### config.mk
export PLATFORM = sky130hd
export DESIGN_NAME = rgb_led_effect_controller_unit
export DESIGN_NICKNAME = d
export VERILOG_FILES = /design/src/rtl/core/rlec_pkg.sv /design/src/rtl/core/rlec_front.sv /design/src/rtl/core/rlec_cmd_fifo.sv /design/src/rtl/core/rlec_back.sv /design/src/rtl/core/rgb_led_effect_controller_unit.sv
export VERILOG_INCLUDE_DIRS = /design/src /design/src/rtl/core
export SDC_FILE = /design/constraint.sdc
export NUM_CORES = 1
export LEC_CHECK = 0
export BUFFER_PORTS_ARGS = -buffer_cell sky130_fd_sc_hd__buf_2
export CORE_ASPECT_RATIO = 0.9
export CORE_MARGIN = 10
export CORE_UTILIZATION = 35
export DETAILED_ROUTE_END_ITERATION = 16
export PLACE_DENSITY = 0.61
export SLEW_MARGIN = 30
export SYNTH_ARGS = -nofsm -noshare
export SYNTH_HDL_FRONTEND = slang
export SYNTH_SLANG_ARGS = --single-unit
### constraint.sdc
create_clock -name clk_i -period 5.5 [get_ports clk_i]
set_input_delay 0.275 -clock clk_i [delete_from_list [all_inputs] [get_ports clk_i]]
set_output_delay 0.275 -clock clk_i [all_outputs]
set_load 0.005 [all_outputs]
### src/rtl/core/rgb_led_effect_controller_unit_defines.svh
// Assertion macros for the RGB LED effect controller.
// Included by the top level; no other dependencies.
`ifndef RGB_LED_EFFECT_CONTROLLER_UNIT_DEFINES_SVH
`define RGB_LED_EFFECT_CONTROLLER_UNIT_DEFINES_SVH

// Same-cycle implication, disabled while reset is asserted.
`define RLEC_ASSERT_IMP(label, clk, rst_n, ante, cons, msg) \
  label: assert property (@(posedge clk) disable iff (!(rst_n)) (ante) |-> (cons)) \
    else $error(msg);

// Next-cycle implication, disabled while reset is asserted.
`define RLEC_ASSERT_NXT(label, clk, rst_n, ante, cons, msg) \
  label: assert property (@(posedge clk) disable iff (!(rst_n)) (ante) |=> (cons)) \
    else $error(msg);

`endif

### src/rtl/core/rlec_pkg.sv
// Shared types, codes and lookup tables of the RGB LED effect controller.
// No dependencies.
`timescale 1ns / 1ps
`default_nettype none
package rlec_pkg;

  // Operation codes of an input transaction
  localparam logic [1:0] OP_TICK  = 2'd0;
  localparam logic [1:0] OP_SHOW  = 2'd1;
  localparam logic [1:0] OP_EVENT = 2'd2;

  // Effect codes
  localparam logic [2:0] EFF_CONSTANT    = 3'd0;
  localparam logic [2:0] EFF_BLINK       = 3'd1;
  localparam logic [2:0] EFF_FAST_BLINK  = 3'd2;
  localparam logic [2:0] EFF_BREATH      = 3'd3;
  localparam logic [2:0] EFF_FAST_BREATH = 3'd4;
  localparam logic [2:0] EFF_OFF         = 3'd5;

  // Color codes used by the system-state table
  localparam logic [2:0] COL_WHITE   = 3'd0;
  localparam logic [2:0] COL_RED     = 3'd1;
  localparam logic [2:0] COL_YELLOW  = 3'd2;
  localparam logic [2:0] COL_BLUE    = 3'd3;
  localparam logic [2:0] COL_GREEN   = 3'd4;
  localparam logic [2:0] COL_MAGENTA = 3'd5;
  localparam logic [2:0] COL_CYAN    = 3'd6;

  // System states
  localparam logic [3:0] SYS_INIT       = 4'd0;
  localparam logic [3:0] SYS_RUNNING    = 4'd1;
  localparam logic [3:0] SYS_ON_BATTERY = 4'd2;
  localparam logic [3:0] SYS_LOW_BATT   = 4'd3;
  localparam logic [3:0] SYS_UPDATE     = 4'd4;
  localparam logic [3:0] SYS_ERROR      = 4'd5;
  localparam logic [3:0] SYS_SETUP      = 4'd6;
  localparam logic [3:0] SYS_SLEEP      = 4'd7;
  localparam logic [3:0] SYS_RESET      = 4'd8;

  // Configuration register indexes
  localparam logic [2:0] REG_FULL_BRIGHTNESS   = 3'd0;
  localparam logic [2:0] REG_PULSE_SCALE       = 3'd1;
  localparam logic [2:0] REG_RAMP_STEP         = 3'd2;
  localparam logic [2:0] REG_BLINK_TICKS       = 3'd3;
  localparam logic [2:0] REG_FAST_BLINK_TICKS  = 3'd4;
  localparam logic [2:0] REG_BREATH_STEP_TICKS = 3'd5;
  localparam logic [2:0] REG_FAST_PAUSE_TICKS  = 3'd6;
  localparam logic [2:0] REG_IDLE_STATE        = 3'd7;

  // x / 100 == (x * 5243) >> 19, exact for x < 2^15
  localparam logic [12:0] DIV100_MUL   = 13'd5243;
  localparam int unsigned DIV100_SHIFT = 19;

  localparam logic [6:0] BRIGHT_RESET = 7'd90;

  typedef enum logic [1:0] {
    CMD_NOP,
    CMD_TICK,
    CMD_SHOW
  } cmd_kind_e;

  typedef struct packed {
    cmd_kind_e  kind;
    logic [2:0] color;
    logic [2:0] effect;
  } cmd_t;

  typedef struct packed {
    logic [6:0] full_brightness;
    logic [7:0] pulse_scale;
    logic [5:0] ramp_step;
    logic [7:0] blink_ticks;
    logic [7:0] fast_blink_ticks;
    logic [7:0] breath_step_ticks;
    logic [7:0] fast_pause_ticks;
    logic       idle_state;
  } cfg_t;

  // Which components are lit: {red, green, blue}; code 7 is black
  function automatic logic [2:0] rlec_rgb_on(input logic [2:0] col);
    logic [2:0] on;
    case (col)
      COL_WHITE:   on = 3'b111;
      COL_RED:     on = 3'b100;
      COL_YELLOW:  on = 3'b110;
      COL_BLUE:    on = 3'b001;
      COL_GREEN:   on = 3'b010;
      COL_MAGENTA: on = 3'b101;
      COL_CYAN:    on = 3'b011;
      default:     on = 3'b000;
    endcase
    return on;
  endfunction

  // System state to {color, effect}
  function automatic logic [5:0] rlec_state_map(input logic [3:0] st);
    logic [5:0] m;
    case (st)
      SYS_INIT:       m = {COL_GREEN,   EFF_CONSTANT};
      SYS_RUNNING:    m = {COL_CYAN,    EFF_CONSTANT};
      SYS_ON_BATTERY: m = {COL_CYAN,    EFF_BREATH};
      SYS_LOW_BATT:   m = {COL_YELLOW,  EFF_BREATH};
      SYS_UPDATE:     m = {COL_MAGENTA, EFF_BLINK};
      SYS_ERROR:      m = {COL_RED,     EFF_BLINK};
      SYS_SETUP:      m = {COL_BLUE,    EFF_CONSTANT};
      SYS_SLEEP:      m = {COL_WHITE,   EFF_OFF};
      SYS_RESET:      m = {COL_RED,     EFF_CONSTANT};
      default:        m = {COL_WHITE,   EFF_CONSTANT};
    endcase
    return m;
  endfunction

endpackage
`default_nettype wire

### src/rtl/core/rlec_front.sv
// Front end: decodes input transactions into effect commands.
// Depends on rlec_pkg.
`timescale 1ns / 1ps
`default_nettype none
module rlec_front
  import rlec_pkg::*;
(
  input  wire logic [1:0] operation_i,
  input  wire logic [2:0] color_i,
  input  wire logic [2:0] effect_i,
  input  wire logic [3:0] system_state_i,
  input  wire logic       idle_state_i,
  output cmd_t            cmd_o
);

  logic [5:0] map;

  assign map = rlec_state_map(system_state_i);

  always_comb begin
    cmd_o.kind   = CMD_NOP;
    cmd_o.color  = color_i;
    cmd_o.effect = effect_i;
    case (operation_i)
      OP_TICK: cmd_o.kind = CMD_TICK;
      OP_SHOW: cmd_o.kind = CMD_SHOW;
      OP_EVENT: begin
        // unknown system states become a no-op
        if (system_state_i <= SYS_RESET) begin
          cmd_o.kind   = CMD_SHOW;
          cmd_o.color  = map[5:3];
          cmd_o.effect = map[2:0];
          if (system_state_i == SYS_ON_BATTERY && !idle_state_i) begin
            cmd_o.effect = EFF_OFF;
          end
        end
      end
      default: cmd_o.kind = CMD_NOP;
    endcase
  end

endmodule
`default_nettype wire

### src/rtl/core/rlec_cmd_fifo.sv
// Command queue between front end and effect engine.
// Depends on rlec_pkg.
`timescale 1ns / 1ps
`default_nettype none
module rlec_cmd_fifo
  import rlec_pkg::*;
#(
  parameter int unsigned Depth = 2
) (
  input  wire logic clk_i,
  input  wire logic rst_ni,
  input  wire logic push_i,
  input  wire cmd_t cmd_i,
  output logic      full_o,
  input  wire logic pop_i,
  output cmd_t      cmd_o,
  output logic      valid_o
);

  localparam int unsigned PtrW = (Depth > 1) ? $clog2(Depth) : 1;
  localparam int unsigned CntW = $clog2(Depth + 1);

  cmd_t            mem_q [Depth];
  logic [PtrW-1:0] wr_ptr_q, rd_ptr_q;
  logic [CntW-1:0] count_q;
  logic            do_push, do_pop;

  assign full_o  = (count_q == CntW'(Depth));
  assign valid_o = (count_q != '0);
  assign cmd_o   = mem_q[rd_ptr_q];
  assign do_push = push_i && !full_o;
  assign do_pop  = pop_i && valid_o;

  function automatic logic [PtrW-1:0] wrap_inc(input logic [PtrW-1:0] p);
    return (p == PtrW'(Depth - 1)) ? '0 : p + 1'b1;
  endfunction

  always_ff @(posedge clk_i) begin
    if (do_push) begin
      mem_q[wr_ptr_q] <= cmd_i;
    end
  end

  always_ff @(posedge clk_i or negedge rst_ni) begin
    if (!rst_ni) begin
      wr_ptr_q <= '0;
      rd_ptr_q <= '0;
      count_q  <= '0;
    end else begin
      if (do_push) wr_ptr_q <= wrap_inc(wr_ptr_q);
      if (do_pop)  rd_ptr_q <= wrap_inc(rd_ptr_q);
      if (do_push && !do_pop) begin
        count_q <= count_q + 1'b1;
      end else if (do_pop && !do_push) begin
        count_q <= count_q - 1'b1;
      end
    end
  end

endmodule
`default_nettype wire

### src/rtl/core/rlec_back.sv
// Effect engine: applies commands to the effect state, scales brightness
// into PWM compare values and holds the result register. Depends on rlec_pkg.
`timescale 1ns / 1ps
`default_nettype none
module rlec_back
  import rlec_pkg::*;
(
  input  wire logic        clk_i,
  input  wire logic        rst_ni,
  input  wire cfg_t        cfg_i,
  input  wire cmd_t        cmd_i,
  input  wire logic        cmd_valid_i,
  output logic             cmd_pop_o,
  output logic [39:0]      data_o,
  output logic             valid_o,
  input  wire logic        ready_i
);

  typedef enum logic [1:0] {
    ST_IDLE,
    ST_MUL,
    ST_DIV,
    ST_OUT
  } state_e;

  state_e      state_q;
  logic        anim_q, anim_d;
  logic [2:0]  mode_q, mode_d;
  logic [2:0]  color_q, color_d;
  logic [6:0]  bright_q, bright_d;
  logic [6:0]  target_q, target_d;
  logic [7:0]  count_q, count_d;
  logic [14:0] prod_q;
  logic [39:0] data_q;

  // breath ramp step
  logic [7:0]  ramp_sum;
  logic        rising, ramp_done;
  logic [6:0]  ramp_b;
  logic [6:0]  rev_target;
  logic        fast_now, show_fast;

  // scaling
  logic [27:0] recip;
  logic [8:0]  scale;
  logic [7:0]  level;
  logic [2:0]  on;

  assign ramp_sum   = {1'b0, bright_q} + {2'b0, cfg_i.ramp_step};
  assign rising     = target_q > bright_q;
  assign fast_now   = (mode_q == EFF_FAST_BREATH);
  assign show_fast  = (cmd_i.effect == EFF_FAST_BREATH);
  assign rev_target = (ramp_b <= cfg_i.full_brightness) ?
                      cfg_i.full_brightness - ramp_b : '0;

  always_comb begin
    if (rising) begin
      ramp_done = ramp_sum >= {1'b0, target_q};
      ramp_b    = ramp_done ? target_q : ramp_sum[6:0];
    end else begin
      ramp_done = bright_q <= {1'b0, cfg_i.ramp_step};
      ramp_b    = ramp_done ? '0 : bright_q - {1'b0, cfg_i.ramp_step};
    end
  end

  // Next effect state for the command at the head of the queue
  always_comb begin
    anim_d   = anim_q;
    mode_d   = mode_q;
    color_d  = color_q;
    bright_d = bright_q;
    target_d = target_q;
    count_d  = count_q;
    case (cmd_i.kind)
      CMD_SHOW: begin
        case (cmd_i.effect)
          EFF_CONSTANT: begin
            anim_d   = 1'b0;
            color_d  = cmd_i.color;
            mode_d   = EFF_CONSTANT;
            bright_d = cfg_i.full_brightness;
          end
          EFF_BLINK, EFF_FAST_BLINK: begin
            anim_d   = 1'b1;
            color_d  = cmd_i.color;
            mode_d   = cmd_i.effect;
            count_d  = cfg_i.fast_blink_ticks;
            bright_d = cfg_i.full_brightness;
          end
          EFF_OFF: begin
            anim_d   = 1'b0;
            mode_d   = EFF_OFF;
            bright_d = '0;
          end
          default: begin
            // breath, fast breath and unused codes start a ramp from full
            anim_d   = 1'b1;
            color_d  = cmd_i.color;
            target_d = '0;
            bright_d = cfg_i.full_brightness;
            mode_d   = show_fast ? EFF_FAST_BREATH : EFF_BREATH;
            count_d  = show_fast ? cfg_i.fast_pause_ticks : cfg_i.breath_step_ticks;
          end
        endcase
      end
      CMD_TICK: begin
        if (anim_q) begin
          if (count_q != '0) begin
            count_d = count_q - 1'b1;
          end else if (mode_q == EFF_BLINK || mode_q == EFF_FAST_BLINK) begin
            count_d  = (mode_q == EFF_BLINK) ? cfg_i.blink_ticks : cfg_i.fast_blink_ticks;
            bright_d = (bright_q != '0) ? '0 : cfg_i.full_brightness;
          end else begin
            bright_d = ramp_b;
            count_d  = cfg_i.breath_step_ticks;
            if (ramp_done) begin
              // reversal: aim at full brightness minus where the ramp stopped
              target_d = rev_target;
              mode_d   = fast_now ? EFF_FAST_BREATH : EFF_BREATH;
              count_d  = fast_now ? cfg_i.fast_pause_ticks : cfg_i.breath_step_ticks;
            end
          end
        end
      end
      default: ;
    endcase
  end

  assign recip = 28'(prod_q) * 28'(DIV100_MUL);
  assign scale = recip[DIV100_SHIFT +: 9];
  assign level = (scale > 9'd255) ? 8'd255 : scale[7:0];
  assign on    = rlec_rgb_on(color_q);

  assign cmd_pop_o = (state_q == ST_IDLE) && cmd_valid_i;
  assign valid_o   = (state_q == ST_OUT);
  assign data_o    = data_q;

  always_ff @(posedge clk_i or negedge rst_ni) begin
    if (!rst_ni) begin
      state_q  <= ST_IDLE;
      anim_q   <= 1'b0;
      mode_q   <= EFF_CONSTANT;
      color_q  <= COL_CYAN;
      bright_q <= BRIGHT_RESET;
      target_q <= '0;
      count_q  <= '0;
      prod_q   <= '0;
      data_q   <= '0;
    end else begin
      case (state_q)
        ST_IDLE: begin
          if (cmd_valid_i) begin
            anim_q   <= anim_d;
            mode_q   <= mode_d;
            color_q  <= color_d;
            bright_q <= bright_d;
            target_q <= target_d;
            count_q  <= count_d;
            state_q  <= ST_MUL;
          end
        end
        ST_MUL: begin
          prod_q  <= 15'(bright_q) * 15'(cfg_i.pulse_scale);
          state_q <= ST_DIV;
        end
        ST_DIV: begin
          data_q  <= {6'b0, bright_q, mode_q,
                      on[0] ? level : 8'd0,
                      on[1] ? level : 8'd0,
                      on[2] ? level : 8'd0};
          state_q <= ST_OUT;
        end
        ST_OUT: begin
          if (ready_i) state_q <= ST_IDLE;
        end
        default: state_q <= ST_IDLE;
      endcase
    end
  end

endmodule
`default_nettype wire

### src/rtl/core/rgb_led_effect_controller_unit.sv
// Top level of the RGB LED effect controller: configuration registers,
// front end, command queue and effect engine. Depends on rlec_pkg and
// rgb_led_effect_controller_unit_defines.svh.
`timescale 1ns / 1ps
`default_nettype none
// Drives the PWM compare values of one RGB LED. Each input transaction is
// a tick, a display command (color plus effect) or a system-state event
// mapped through a fixed table; every transaction yields exactly one result
// with the three compare values, the active effect and the brightness.
// Compare = min(255, component * (brightness * pulse_scale / 100) / 255).
// Timing: the front end decodes and queues a command in the accept cycle;
// the effect engine then steps through its states for each item (state
// update, brightness times pulse scale, reciprocal divide by 100 into the
// result register, and the state in which the result waits to be taken).
// It pops the next command only once the result is taken, so it holds one
// item at a time and a low m_axis_tready stalls it. Inputs keep being accepted into the
// CmdDepth-entry queue while a result waits downstream.
// Configuration writes are always ready and take effect the next cycle.
module rgb_led_effect_controller_unit
  import rlec_pkg::*;
#(
  parameter int unsigned CmdDepth = 2  // command queue entries, 2 or more
) (
  input  wire logic        clk_i,
  input  wire logic        rst_ni,
  // tdata: operation[1:0], color[4:2], effect[7:5], system_state[11:8], zero[15:12]
  input  wire logic [15:0] s_axis_tdata,
  input  wire logic        s_axis_tvalid,
  output logic             s_axis_tready,
  // tdata: red_compare[7:0], green_compare[15:8], blue_compare[23:16],
  //        active_effect[26:24], brightness_now[33:27], zero[39:34]
  output logic [39:0]      m_axis_tdata,
  output logic             m_axis_tvalid,
  input  wire logic        m_axis_tready,
  // configuration write channel
  input  wire logic        cfg_valid_i,
  output logic             cfg_ready_o,
  input  wire logic [2:0]  cfg_index_i,
  input  wire logic [7:0]  cfg_data_i
);

  cfg_t cfg_q;
  cmd_t front_cmd, queue_cmd;
  logic queue_full, queue_valid, queue_pop;

  assign cfg_ready_o = 1'b1;

  // Register file; each write keeps only the register's own width
  always_ff @(posedge clk_i or negedge rst_ni) begin
    if (!rst_ni) begin
      cfg_q.full_brightness   <= 7'd90;
      cfg_q.pulse_scale       <= 8'd200;
      cfg_q.ramp_step         <= 6'd2;
      cfg_q.blink_ticks       <= 8'd30;
      cfg_q.fast_blink_ticks  <= 8'd15;
      cfg_q.breath_step_ticks <= 8'd5;
      cfg_q.fast_pause_ticks  <= 8'd2;
      cfg_q.idle_state        <= 1'b1;
    end else if (cfg_valid_i) begin
      case (cfg_index_i)
        REG_FULL_BRIGHTNESS:   cfg_q.full_brightness   <= cfg_data_i[6:0];
        REG_PULSE_SCALE:       cfg_q.pulse_scale       <= cfg_data_i;
        REG_RAMP_STEP:         cfg_q.ramp_step         <= cfg_data_i[5:0];
        REG_BLINK_TICKS:       cfg_q.blink_ticks       <= cfg_data_i;
        REG_FAST_BLINK_TICKS:  cfg_q.fast_blink_ticks  <= cfg_data_i;
        REG_BREATH_STEP_TICKS: cfg_q.breath_step_ticks <= cfg_data_i;
        REG_FAST_PAUSE_TICKS:  cfg_q.fast_pause_ticks  <= cfg_data_i;
        REG_IDLE_STATE:        cfg_q.idle_state        <= cfg_data_i[0];
        default: ;
      endcase
    end
  end

  // Front end: classify the transaction, idle_state gates the battery event
  rlec_front u_front (
    .operation_i    (s_axis_tdata[1:0]),
    .color_i        (s_axis_tdata[4:2]),
    .effect_i       (s_axis_tdata[7:5]),
    .system_state_i (s_axis_tdata[11:8]),
    .idle_state_i   (cfg_q.idle_state),
    .cmd_o          (front_cmd)
  );

  assign s_axis_tready = !queue_full;

  rlec_cmd_fifo #(
    .Depth (CmdDepth)
  ) u_fifo (
    .clk_i   (clk_i),
    .rst_ni  (rst_ni),
    .push_i  (s_axis_tvalid),
    .cmd_i   (front_cmd),
    .full_o  (queue_full),
    .pop_i   (queue_pop),
    .cmd_o   (queue_cmd),
    .valid_o (queue_valid)
  );

  // Back end: effect state, scaling and the output register
  rlec_back u_back (
    .clk_i       (clk_i),
    .rst_ni      (rst_ni),
    .cfg_i       (cfg_q),
    .cmd_i       (queue_cmd),
    .cmd_valid_i (queue_valid),
    .cmd_pop_o   (queue_pop),
    .data_o      (m_axis_tdata),
    .valid_o     (m_axis_tvalid),
    .ready_i     (m_axis_tready)
  );

`include "rgb_led_effect_controller_unit_defines.svh"

  // Off always shows zero brightness
  `RLEC_ASSERT_IMP(a_off_dark, clk_i, rst_ni,
    m_axis_tvalid && m_axis_tdata[26:24] == EFF_OFF, m_axis_tdata[33:27] == 7'd0,
    "off effect with nonzero brightness")
  // Zero brightness means all compares are zero
  `RLEC_ASSERT_IMP(a_dark_zero, clk_i, rst_ni,
    m_axis_tvalid && m_axis_tdata[33:27] == 7'd0, m_axis_tdata[23:0] == 24'd0,
    "compare nonzero at zero brightness")
  // A taken result is never shown again in the next cycle
  `RLEC_ASSERT_NXT(a_single_result, clk_i, rst_ni,
    m_axis_tvalid && m_axis_tready, !m_axis_tvalid,
    "result transaction repeated")

endmodule
`default_nettype wire

== Word-level counts from Yosys, hierarchy flattened ==
Memory sizes are Yosys's and may differ from the RTL's.
Cells that the tools add are included.
Operators by class
  $add $sub $neg: 8
  multiply operators: 2
  magnitude comparators: 6
  equal/unequal tests: 37
  multiplexer cells: 53
  bitwise operators: 1
  reduce and logical (&&, ||, !) cells: 39
Operators with widths (number)
  7-bit 2-to-1 mux: 14
  8-bit 2-to-1 mux: 12
  8-bit one-hot mux with 2 select lines: 2
  3-bit equality test (second input constant): 10
  15-bit by 13-bit multiplier with 28-bit output (second input constant): 1
  7-bit one-hot mux with 2 select lines: 2
  3-bit 2-to-1 mux: 7
  3-bit one-hot mux with 7 select lines: 1
  3-bit by 2-bit equality test with 1-bit output (second input constant): 6
  2-bit AND reduction: 9
  7-bit by 8-bit multiplier with 15-bit output: 1
  3-bit by 1-bit equality test with 1-bit output (second input constant): 4
  2-bit equality test (second input constant): 5
  5-bit AND reduction: 2
  9-bit by 8-bit > comparator with 1-bit output (second input constant): 1
  3-bit zero test: 3
  3-bit one-hot mux with 3 select lines: 1
  7-bit by 6-bit adder with 8-bit output: 1
  8-bit by 7-bit greater-or-equal comparator with 1-bit output: 1
  2-bit 2-to-1 mux: 4
  2-bit by 1-bit != test with 1-bit output (second input constant): 4
  2-bit != test (second input constant): 4
  2-bit one-hot mux with 4 select lines: 1
  8-bit AND reduction: 1
  other kinds (29): 49
Word-level totals
  flip-flop bits (word level): 138
  memory bits (writable): 16
  ROM bits: 96
  input bits: 32
  output and inout bits: 43
  logic and storage cells: 168
  memories: 2
Memories
  (name not given): words 16, width 6, read ports 1, clocked after memory_dff 0, write ports 0, RTL line rlec_pkg.sv:98  | case (st)
  u_fifo.mem_q: words 2, width 8, read ports 1, clocked after memory_dff 0, write ports 1, RTL line rlec_cmd_fifo.sv:23  | cmd_t mem_q [Depth];

== Depth between registers and ports, before layout ==
Gate-level depths: netlist of run 1.
  word-level depth: 11
  gate-level depth with buffers: 24
  mapped depth without buffers: 22

== Cells and area by module ==
From an unflattened synthesis of run 1, not the netlist that was laid out.
Second synthesis, totals
  cell total of the unflattened synthesis: 1372
  area, all modules: 14056.0 µm²
Modules (own cells, without submodules)
  rlec_back: instances 1, cells each 1167, area each 10865.4 µm²
  rgb_led_effect_controller_unit: instances 1, cells each 126, area each 2154.6 µm²
  rlec_cmd_fifo: instances 1, cells each 44, area each 785.8 µm²
  rlec_front: instances 1, cells each 35, area each 250.2 µm²

== Worst setup path after synthesis of run 1 ==
No wires, ideal clock.
  kind: reg2reg
  start point: reg cfg_q[34] (netlist bit)
  end point: reg u_back.target_q[0]
  library setup time: 0.120 ns
  arrival: 4.921 ns
  path slack: 0.459 ns
  stages on the path, launching flop included: 22
  buffers on the path: 0
  clock period less this slack: 5.041 ns
  path through: dfstp_2 inv_1 ha_1 nor2b_1 o21ai_1 a31oi_1 xnor2_1 ha_1 a21o_1 a21oi_2 o211ai_2 a211oi_4 mux2_1 a22oi_1 ha_1 a21o_1 a21o_1 a21o_1 a21o_1 a2111oi_0 nor2_1 a31o_1
Between the ends
  cells in the longest elaborated chain, start to end: 11
RTL lines
  from (decl): RTL line rgb_led_effect_controller_unit.sv:42  | cfg_t cfg_q;
  7-bit by 6-bit adder with 8-bit output: RTL line rlec_back.sv:49  | assign ramp_sum = {1'b0, bright_q} + {2'b0, cfg_i.ramp_step};
  8-bit by 7-bit greater-or-equal comparator with 1-bit output: RTL line rlec_back.sv:58  | ramp_done = ramp_sum >= {1'b0, target_q};
  7-bit 2-to-1 mux: RTL line rlec_back.sv:59  | ramp_b = ramp_done ? target_q : ramp_sum[6:0];
  7-bit 2-to-1 mux: RTL line rlec_back.sv:57  | if (rising) begin
  7-bit subtractor or 7-bit less-or-equal comparator (tied branches): RTL line rlec_back.sv:54, rlec_back.sv:53
  7-bit 2-to-1 mux: RTL line rlec_back.sv:53  | assign rev_target = (ramp_b <= cfg_i.full_brightness) ?
  7-bit 2-to-1 mux: RTL line rlec_back.sv:116  | if (ramp_done) begin
  7-bit 2-to-1 mux: RTL line rlec_back.sv:110  | end else if (mode_q == EFF_BLINK || mode_q == EFF_FAST_BLINK) begin
  7-bit 2-to-1 mux: RTL line rlec_back.sv:108  | if (count_q != '0) begin
  7-bit 2-to-1 mux: RTL line rlec_back.sv:107  | if (anim_q) begin
  7-bit one-hot mux with 2 select lines: RTL line rlec_back.sv:74  | case (cmd_i.kind)
  to (signal assigned): RTL line rlec_back.sv:157  | target_q <= target_d;
  to (decl): RTL line rlec_back.sv:31  | logic [6:0] target_q, target_d;
Several ways; a longest one is shown, not always the timed one. The select of a mux whose other input is x is not followed.
A chain may end at the register's enable or synchronous reset.

== Worst setup path after layout of run 1 ==
  start point: reg cfg_q[34] (netlist bit)
  end point: reg u_back.target_q[1]
The elaborated chain is that of the path after synthesis.

==> key figures, run 1 <==
Status
  • Status: completed

Floorplan
  • Die ar.: 48,700 um2
  • Die Y: 210 um
  • Die width: 231 um
  • Initial Util: 35.5%
  • Row count: 69
  • Core box area: 39,600 um2
  • I/O pin count: 75

Worst setup path
  • CP Max Fanout: 7
  • Max incr delay on CP: 560 ps
  • Beginning of the critical path: cfg_q[34]
  • Worst R2R Start: cfg_q[34]
  • Worst Setup Start Kind: register
  • Critical path cell sequence: inv_1 -> ha_1 -> nor2b_1 -> o21ai_1 -> a31oi_1 -> xnor2_1 -> ha_1 -> a21o_1 -> a21oi_2 -> o211ai_2 -> a211oi_4 -> mux2_1 -> a22oi_2 -> ha_1 -> a21o_1 -> a21o_1 -> a21o_1 -> a21o_1 -> a2111oi_4 -> nor2_2 -> a31o_1
  • Crit-path leading delay family: compound AO/OA/AOI/OAI gates
  • CP required: 5830 ps
  • Top cell by count, worst path: a21o_1
  • CP Data Arrival Time: 5530 ps
  • CP Capture Type: register
  • Worst Path Buf+Inv: 1
  • Setup CP Type: reg -> reg
  • Critical path's slowest cell: dfstp_2

Global routing
  • Vias in the first global route: 10,600
  • Total GRT Usage: 14.0%
  • Met3 Use GR: 2.71%
  • Busiest grt layer: met2
  • Initial antenna violation count: 0
  • Routing usage on met1: 17.9%
  • First-pass GRT wire length: 55,200 um
  • Met2 Use GR: 23.6%
  • Grt total ovfl: 0
  • Pin count of the biggest net entering global routing: 84

Synthesis
  • Prevailing post-synth register cell: dfrtp_1
  • Average cell area after synthesis: 10.1 um2
  • Seq cells post-synth: 154
  • Distinct cells, synth: 89
  • Post-synth EDFFs: 16
  • Synth Instances: 1,398
  • Ys async rst share: 89.6%
  • Register area share after synthesis: 28.2%
  • Post-Syn Area: 14,100 um2
  • Ys Warns: 0

Route
  • Vias post-DR: 10,200
  • Post-route DRC: 0
  • Via density: 5.09
  • Post-DRT Antenna Nets: 0
  • DR pass1 iterations: 5
  • 1st-iter DRT viols: 580
  • WL/cell: 16.6 um
  • Detailed Route WL: 33,200 um

CTS
  • Post-CTS Setup Inserts: 0
  • Worst-path clk slew: 70 ps
  • TritonCTS clock tree: yes
  • Total CTS buffers: 17
  • H-tree depth: 4
  • CTS root buffer: clkbuf_16
  • Clk sink count: 154
  • Clock tree buffer depth: 2
  • Worst skew pair latency: 440 ps

Cells and area
  • Nets: 1,764
  • Proportion of layout cells with a drive suffix above 1: 17.3%
  • Commonest non-fill, non-tap cells in the layout: 201 x inv_1, 175 x ha_1, 110 x dfrtp_1
  • Reg area: 3970 um2
  • Fill cells: 3,857
  • # diodes: 0
  • Multi-input gate area: 9140 um2
  • Area Growth Syn to Fin: 10.9%
  • Most common cell after layout, fill and taps aside: inv_1

Place
  • RePlAce Congestion: 0.848
  • # port buffers: 63
  • Hpwl dp: 26,000 um

Timing
  • Max-slew headroom: 45.8%
  • Max Fclk: 0.193 GHz
  • RSZ-0062 raised after global routing: false
  • Final setup TNS: 0 ps
  • Period utilization: 94.4%
  • Final hold vios: 0
  • Worst-margin pin slew: 809 ps
  • Worst Skew: 10.9 ps
  • Slew Limit Fails: 0
  • Minimum clock period: 5190 ps
  • Endpoints failing setup: 0

Hold path
  • Hold Path Origin: s_axis_tdata[7]
  • Min-Delay Path Class: in -> reg

Flow run
  • Max-cap violation count: 0
[logic make-up after synthesis]
group,Yosys count,share of synthesized area [%]
buf+inv,251,7.32
simple gates,294,10.4
flops,154,28.2
fa+ha+maj,278,30.1
xor+xnor,48,3.04
other cells,2,0.0533
mux,83,6.56
compound gates,288,14.4
[metal layers]
metal | up-vias | part of all wire [%]
li1 | 4900 | -
met3 | 44 | 4.3
met1 | 5036 | 45
met2 | 207 | 48
met4 | 0 | 2.1
met5 | - | 0
[state kept, by name, indices dropped and copies added, names as in the netlist, 2 cells and up]
signal / flops
u_back.color_q: 3
u_back.mode_q: 3
u_back.count_q: 8
u_back.target_q: 7
u_back.data_o: 34
u_back.prod_q: 15
u_back.bright_q: 7
u_fifo.count_q: 2
cfg_q: 54
u_fifo.mem_q: 16
u_back.state_q: 2
[through the flow]
stage                     instances  utilization [%]  hold WS (ps)  worst slack (ps)  instance area (um2)
after floorplan                1403                -         -20.6               459                14100
after global placement         1967             37.7           402               216                14900
after detailed placement       1967             37.7           399              53.7                15000
after CTS                      2000             39.3           109              33.2                15600
after global routing           2000             39.4           129              15.6                15600
final                          2000             39.4           133               309                15600
[worst paths after layout]
path	cells after the start	end	slack (ps)
max reg2reg	21	u_back.target_q[1]	310
min reg2reg	1	u_back.data_o[9]	490
max	21	u_back.target_q[1]	310
min in group asynchronous	2	cfg_q[35]	460
max in group asynchronous	3	u_back.prod_q[12]	3750
min	3	u_fifo.mem_q[0][2]	130
[synth_stat cells, types with 11 or more instances]
| cell | number | area share, % |
|---|---|---|
| mux2i_1 | 13 | 0.92 |
| clkbuf_1 | 20 | 0.53 |
| a21oi_1 | 76 | 2.7 |
| nand3_1 | 13 | 0.46 |
| edfxtp_1 | 16 | 3.4 |
| nand4_1 | 11 | 0.49 |
| nand2b_1 | 13 | 0.58 |
| dfstp_2 | 26 | 4.9 |
| xor2_1 | 16 | 1.0 |
| buf_2 | 12 | 0.43 |
| dfrtp_1 | 112 | 20 |
| nand2_1 | 107 | 2.9 |
| fa_1 | 101 | 14 |
| and2_1 | 24 | 1.1 |
| o21ai_0 | 44 | 1.6 |
| nor2_1 | 62 | 1.7 |
| a22oi_1 | 11 | 0.59 |
| inv_1 | 201 | 5.4 |
| xnor2_1 | 31 | 1.9 |
| ha_1 | 176 | 16 |
| a21o_1 | 18 | 0.96 |
| mux2_2 | 65 | 5.2 |
| nor2b_1 | 12 | 0.53 |
| o2bb2ai_1 | 24 | 1.5 |
[worst register-to-register path: stages (launching register included)]
cell and delay [ps]:
dfstp_2 560, inv_1 90, ha_1 330, nor2b_1 150, o21ai_1 110, a31oi_1 180
xnor2_1 180, ha_1 300, a21o_1 200, a21oi_2 140, o211ai_2 130, a211oi_4 250
mux2_1 390, a22oi_2 230, ha_1 300, a21o_1 190, a21o_1 200, a21o_1 180
a21o_1 220, a2111oi_4 370, nor2_2 140, a31o_1 240
[timing repair]
item / in CTS / in global routing
endpoints found under the hold margin: 66 / 0
setup endpoints to repair: 0 / 30
gates resized for setup: 0 / 8
hold buffers: 1 / 0
[cell type report]
cell class / instances / share of cell area, %
clock buffer: 17 / 2.72
clock inverter: 15 / 1.22
inverter: 203 / 4.88
multi-input combinational: 998 / 58.6
sequential: 154 / 25.4
tap: 532 / 4.26
timing repair buffer: 81 / 2.94
Power of run 1 is left out: the tool's default activity adds up to more than one toggle a clock period on the data nets, which glitch-free logic cannot reach.
==> inputs of run 2 (changes only) <==
- CORE_MARGIN: 10 -> 3
- SKIP_LAST_GASP: not set -> 1
==> run 2 against run 1 <==
Against the previous run: critical path depth unchanged; highest routed layer unchanged; cell area down 0.29%; via count shrank 0.30%; critical endpoint is now u_back.target_q[0]; hold slack improved by 1.7 ps; die area decreased by 12%.
==> key figures, run 2 (same netlist as run 1, synthesis figures left out) <==
Timing
  • Final hold vios: 0 (unchanged)
  • Period utilization: 94.4% (about the same)
  • Endpoints failing setup: 0 (unchanged)
  • Worst-margin pin slew: 871 ps (was 809 ps)
  • Slew Limit Fails: 0 (unchanged)
  • Worst Skew: 14.9 ps (was 10.9 ps)
  • Max Fclk: 0.193 GHz (about the same)
  • Max-slew headroom: 42.0% (was 45.8%)
  • Minimum clock period: 5190 ps (about the same)
  • Hold WS: 135 ps (was 133 ps)

Floorplan
  • Core box area: 39,600 um2 (unchanged)
  • Initial Util: 35.5% (unchanged)
  • I/O pin count: 75 (unchanged)
  • Die width: 217 um (was 231 um)
  • Row count: 69 (unchanged)
  • Die Y: 196 um (was 210 um)
  • Die ar.: 42,700 um2 (was 48,700 um2)

Cells and area
  • Area Growth Syn to Fin: 10.6% (was 10.9%)
  • Largest register by flop count: cfg_q (unchanged)
  • # diodes: 0 (unchanged)
  • Commonest non-fill, non-tap cells in the layout: 201 x inv_1, 176 x ha_1, 110 x dfrtp_1 (was 201 x inv_1, 175 x ha_1, 110 x dfrtp_1)
  • Fill cells: 3,873 (was 3,857)
  • Post-route insts no fill: 2,002 (was 2,000)
  • Reg area: 3970 um2 (unchanged)
  • Most common cell after layout, fill and taps aside: inv_1 (unchanged)
  • Max reg flops: 54 (unchanged)
  • Proportion of layout cells with a drive suffix above 1: 17.1% (was 17.3%)
  • Nets: 1,766 (was 1,764)
  • Multi-input gate area: 9120 um2 (was 9140 um2)

Route
  • Vias post-DR: 10,200 (about the same)
  • Post-route DRC: 0 (unchanged)
  • 1st-iter DRT viols: 682 (was 580)
  • Post-DRT Antenna Nets: 0 (unchanged)
  • WL/cell: 16.4 um (was 16.6 um)
  • Detailed Route WL: 32,900 um (was 33,200 um)
  • Via density: 5.07 (was 5.09)
  • DR pass1 iterations: 6 (was 5)

Place
  • RePlAce Congestion: 0.853 (was 0.848)
  • # port buffers: 63 (unchanged)
  • Dpl cells: 1,968 (was 1,967)
  • Hpwl dp: 25,600 um (was 26,000 um)

Worst setup path
  • CP Capture Type: register (unchanged)
  • Worst Setup Start Kind: register (unchanged)
  • Setup CP Type: reg -> reg (unchanged)
  • CP required: 5840 ps (was 5830 ps)
  • Worst Path Buf+Inv: 1 (unchanged)
  • Crit-path leading delay family: compound AO/OA/AOI/OAI gates (unchanged)
  • Critical path's slowest cell: dfstp_2 (unchanged)
  • CP Max Fanout: 7 (unchanged)
  • Top cell by count, worst path: a21o_1 (unchanged)
  • CP Data Arrival Time: 5530 ps (about the same)
  • Max incr delay on CP: 560 ps (about the same)
  • Critical path cell sequence: inv_1 -> ha_1 -> nor2b_1 -> o21ai_1 -> a31oi_1 -> xnor2_1 -> ha_1 -> a21o_1 -> a21oi_2 -> o211ai_2 -> a211oi_4 -> mux2_1 -> a22oi_2 -> ha_1 -> a21o_1 -> a21o_1 -> a21o_1 -> a21o_1 -> a2111oi_2 -> nor2_2 -> a31o_1 (was inv_1 -> ha_1 -> nor2b_1 -> o21ai_1 -> a31oi_1 -> xnor2_1 -> ha_1 -> a21o_1 -> a21oi_2 -> o211ai_2 -> a211oi_4 -> mux2_1 -> a22oi_2 -> ha_1 -> a21o_1 -> a21o_1 -> a21o_1 -> a21o_1 -> a2111oi_4 -> nor2_2 -> a31o_1)

Global routing
  • Met2 Use GR: 26.5% (was 23.6%)
  • Routing usage on met1: 21.7% (was 17.9%)
  • Pin count of the biggest net entering global routing: 93 (was 84)
  • Vias in the first global route: 10,400 (was 10,600)
  • Met3 Use GR: 2.35% (was 2.71%)
  • Total GRT Usage: 15.9% (was 14.0%)
  • Busiest grt layer: met2 (unchanged)
  • Initial antenna violation count: 0 (unchanged)
  • Grt total ovfl: 0 (unchanged)
  • First-pass GRT wire length: 54,500 um (was 55,200 um)

CTS
  • Worst skew pair latency: 450 ps (was 440 ps)
  • Worst-path clk slew: 70 ps (about the same)
  • Clock tree buffer depth: 2 (unchanged)
  • Post-CTS Setup Inserts: 0 (unchanged)
  • Total CTS buffers: 17 (unchanged)
  • Clk sink count: 154 (unchanged)
  • H-tree depth: 4 (unchanged)
  • CTS root buffer: clkbuf_16 (unchanged)
  • TritonCTS clock tree: yes (unchanged)

Status
  • Status: completed (unchanged)

Flow run
  • Max-cap violation count: 0 (unchanged)

Hold path
  • Min-Delay Path Class: in -> reg (unchanged)
-- run 2: metrics by stage --
step	TNS (ps)	worst slack, ps	area [um2]	util (%)
2_1_floorplan	0	459	14100	-
3_3_place_gp	0	245	14900	37.7
3_5_place_dp	0	176	14900	37.7
4_1_cts	0	139	15500	39.2
5_1_grt	-62.0	-20.6	15600	39.3
6_report	0	308	15600	39.3
-- run 2: final timing paths --
path,end,start,slack (ps),cells after the start
max,u_back.target_q[0],cfg_q[34],310,21
min,u_fifo.mem_q[1][2],s_axis_tdata[7],140,3
max reg2reg,u_back.target_q[0],cfg_q[34],310,21
min reg2reg,u_back.data_o[10],u_back.data_o[10],480,1
max in group asynchronous,u_back.prod_q[11],rst_ni,3920,4
min in group asynchronous,cfg_q[33],rst_ni,280,2
-- run 2: worst reg2reg max path, stage by stage (launching register included) --
cell       delay, ps
dfstp_2          560
inv_1             90
ha_1             330
nor2b_1          150
o21ai_1          110
a31oi_1          180
xnor2_1          170
ha_1             300
a21o_1           200
a21oi_2          140
o211ai_2         140
a211oi_4         250
mux2_1           380
a22oi_2          220
ha_1             300
a21o_1           180
a21o_1           200
a21o_1           180
a21o_1           200
a2111oi_2        410
nor2_2           160
a31o_1           240
-- run 2: area by class of cell --
type / count / area share [%]
tap: 532 / 4.28
sequential: 154 / 25.5
clock inverter: 14 / 0.780
multi-input combinational: 998 / 58.6
inverter: 203 / 4.89
timing repair buffer: 83 / 3.17
clock buffer: 18 / 2.82
-- run 2: timing repair --
| item | CTS | global route |
|---|---|---|
| gates resized for setup | 0 | 6 |
| hold endpoints to repair | 69 | 0 |
| hold buffers | 1 | 0 |
| endpoints found under the setup margin | 0 | 31 |
-- run 2: layer usage --
metal / share of wire, % / routed length [um]
met1: 47 / 15500
met2: 48 / 15900
met3: 3.2 / 1050
met4: 1.4 / 461
met5: 0 / 0
Power of run 2 is left out for the same reason.
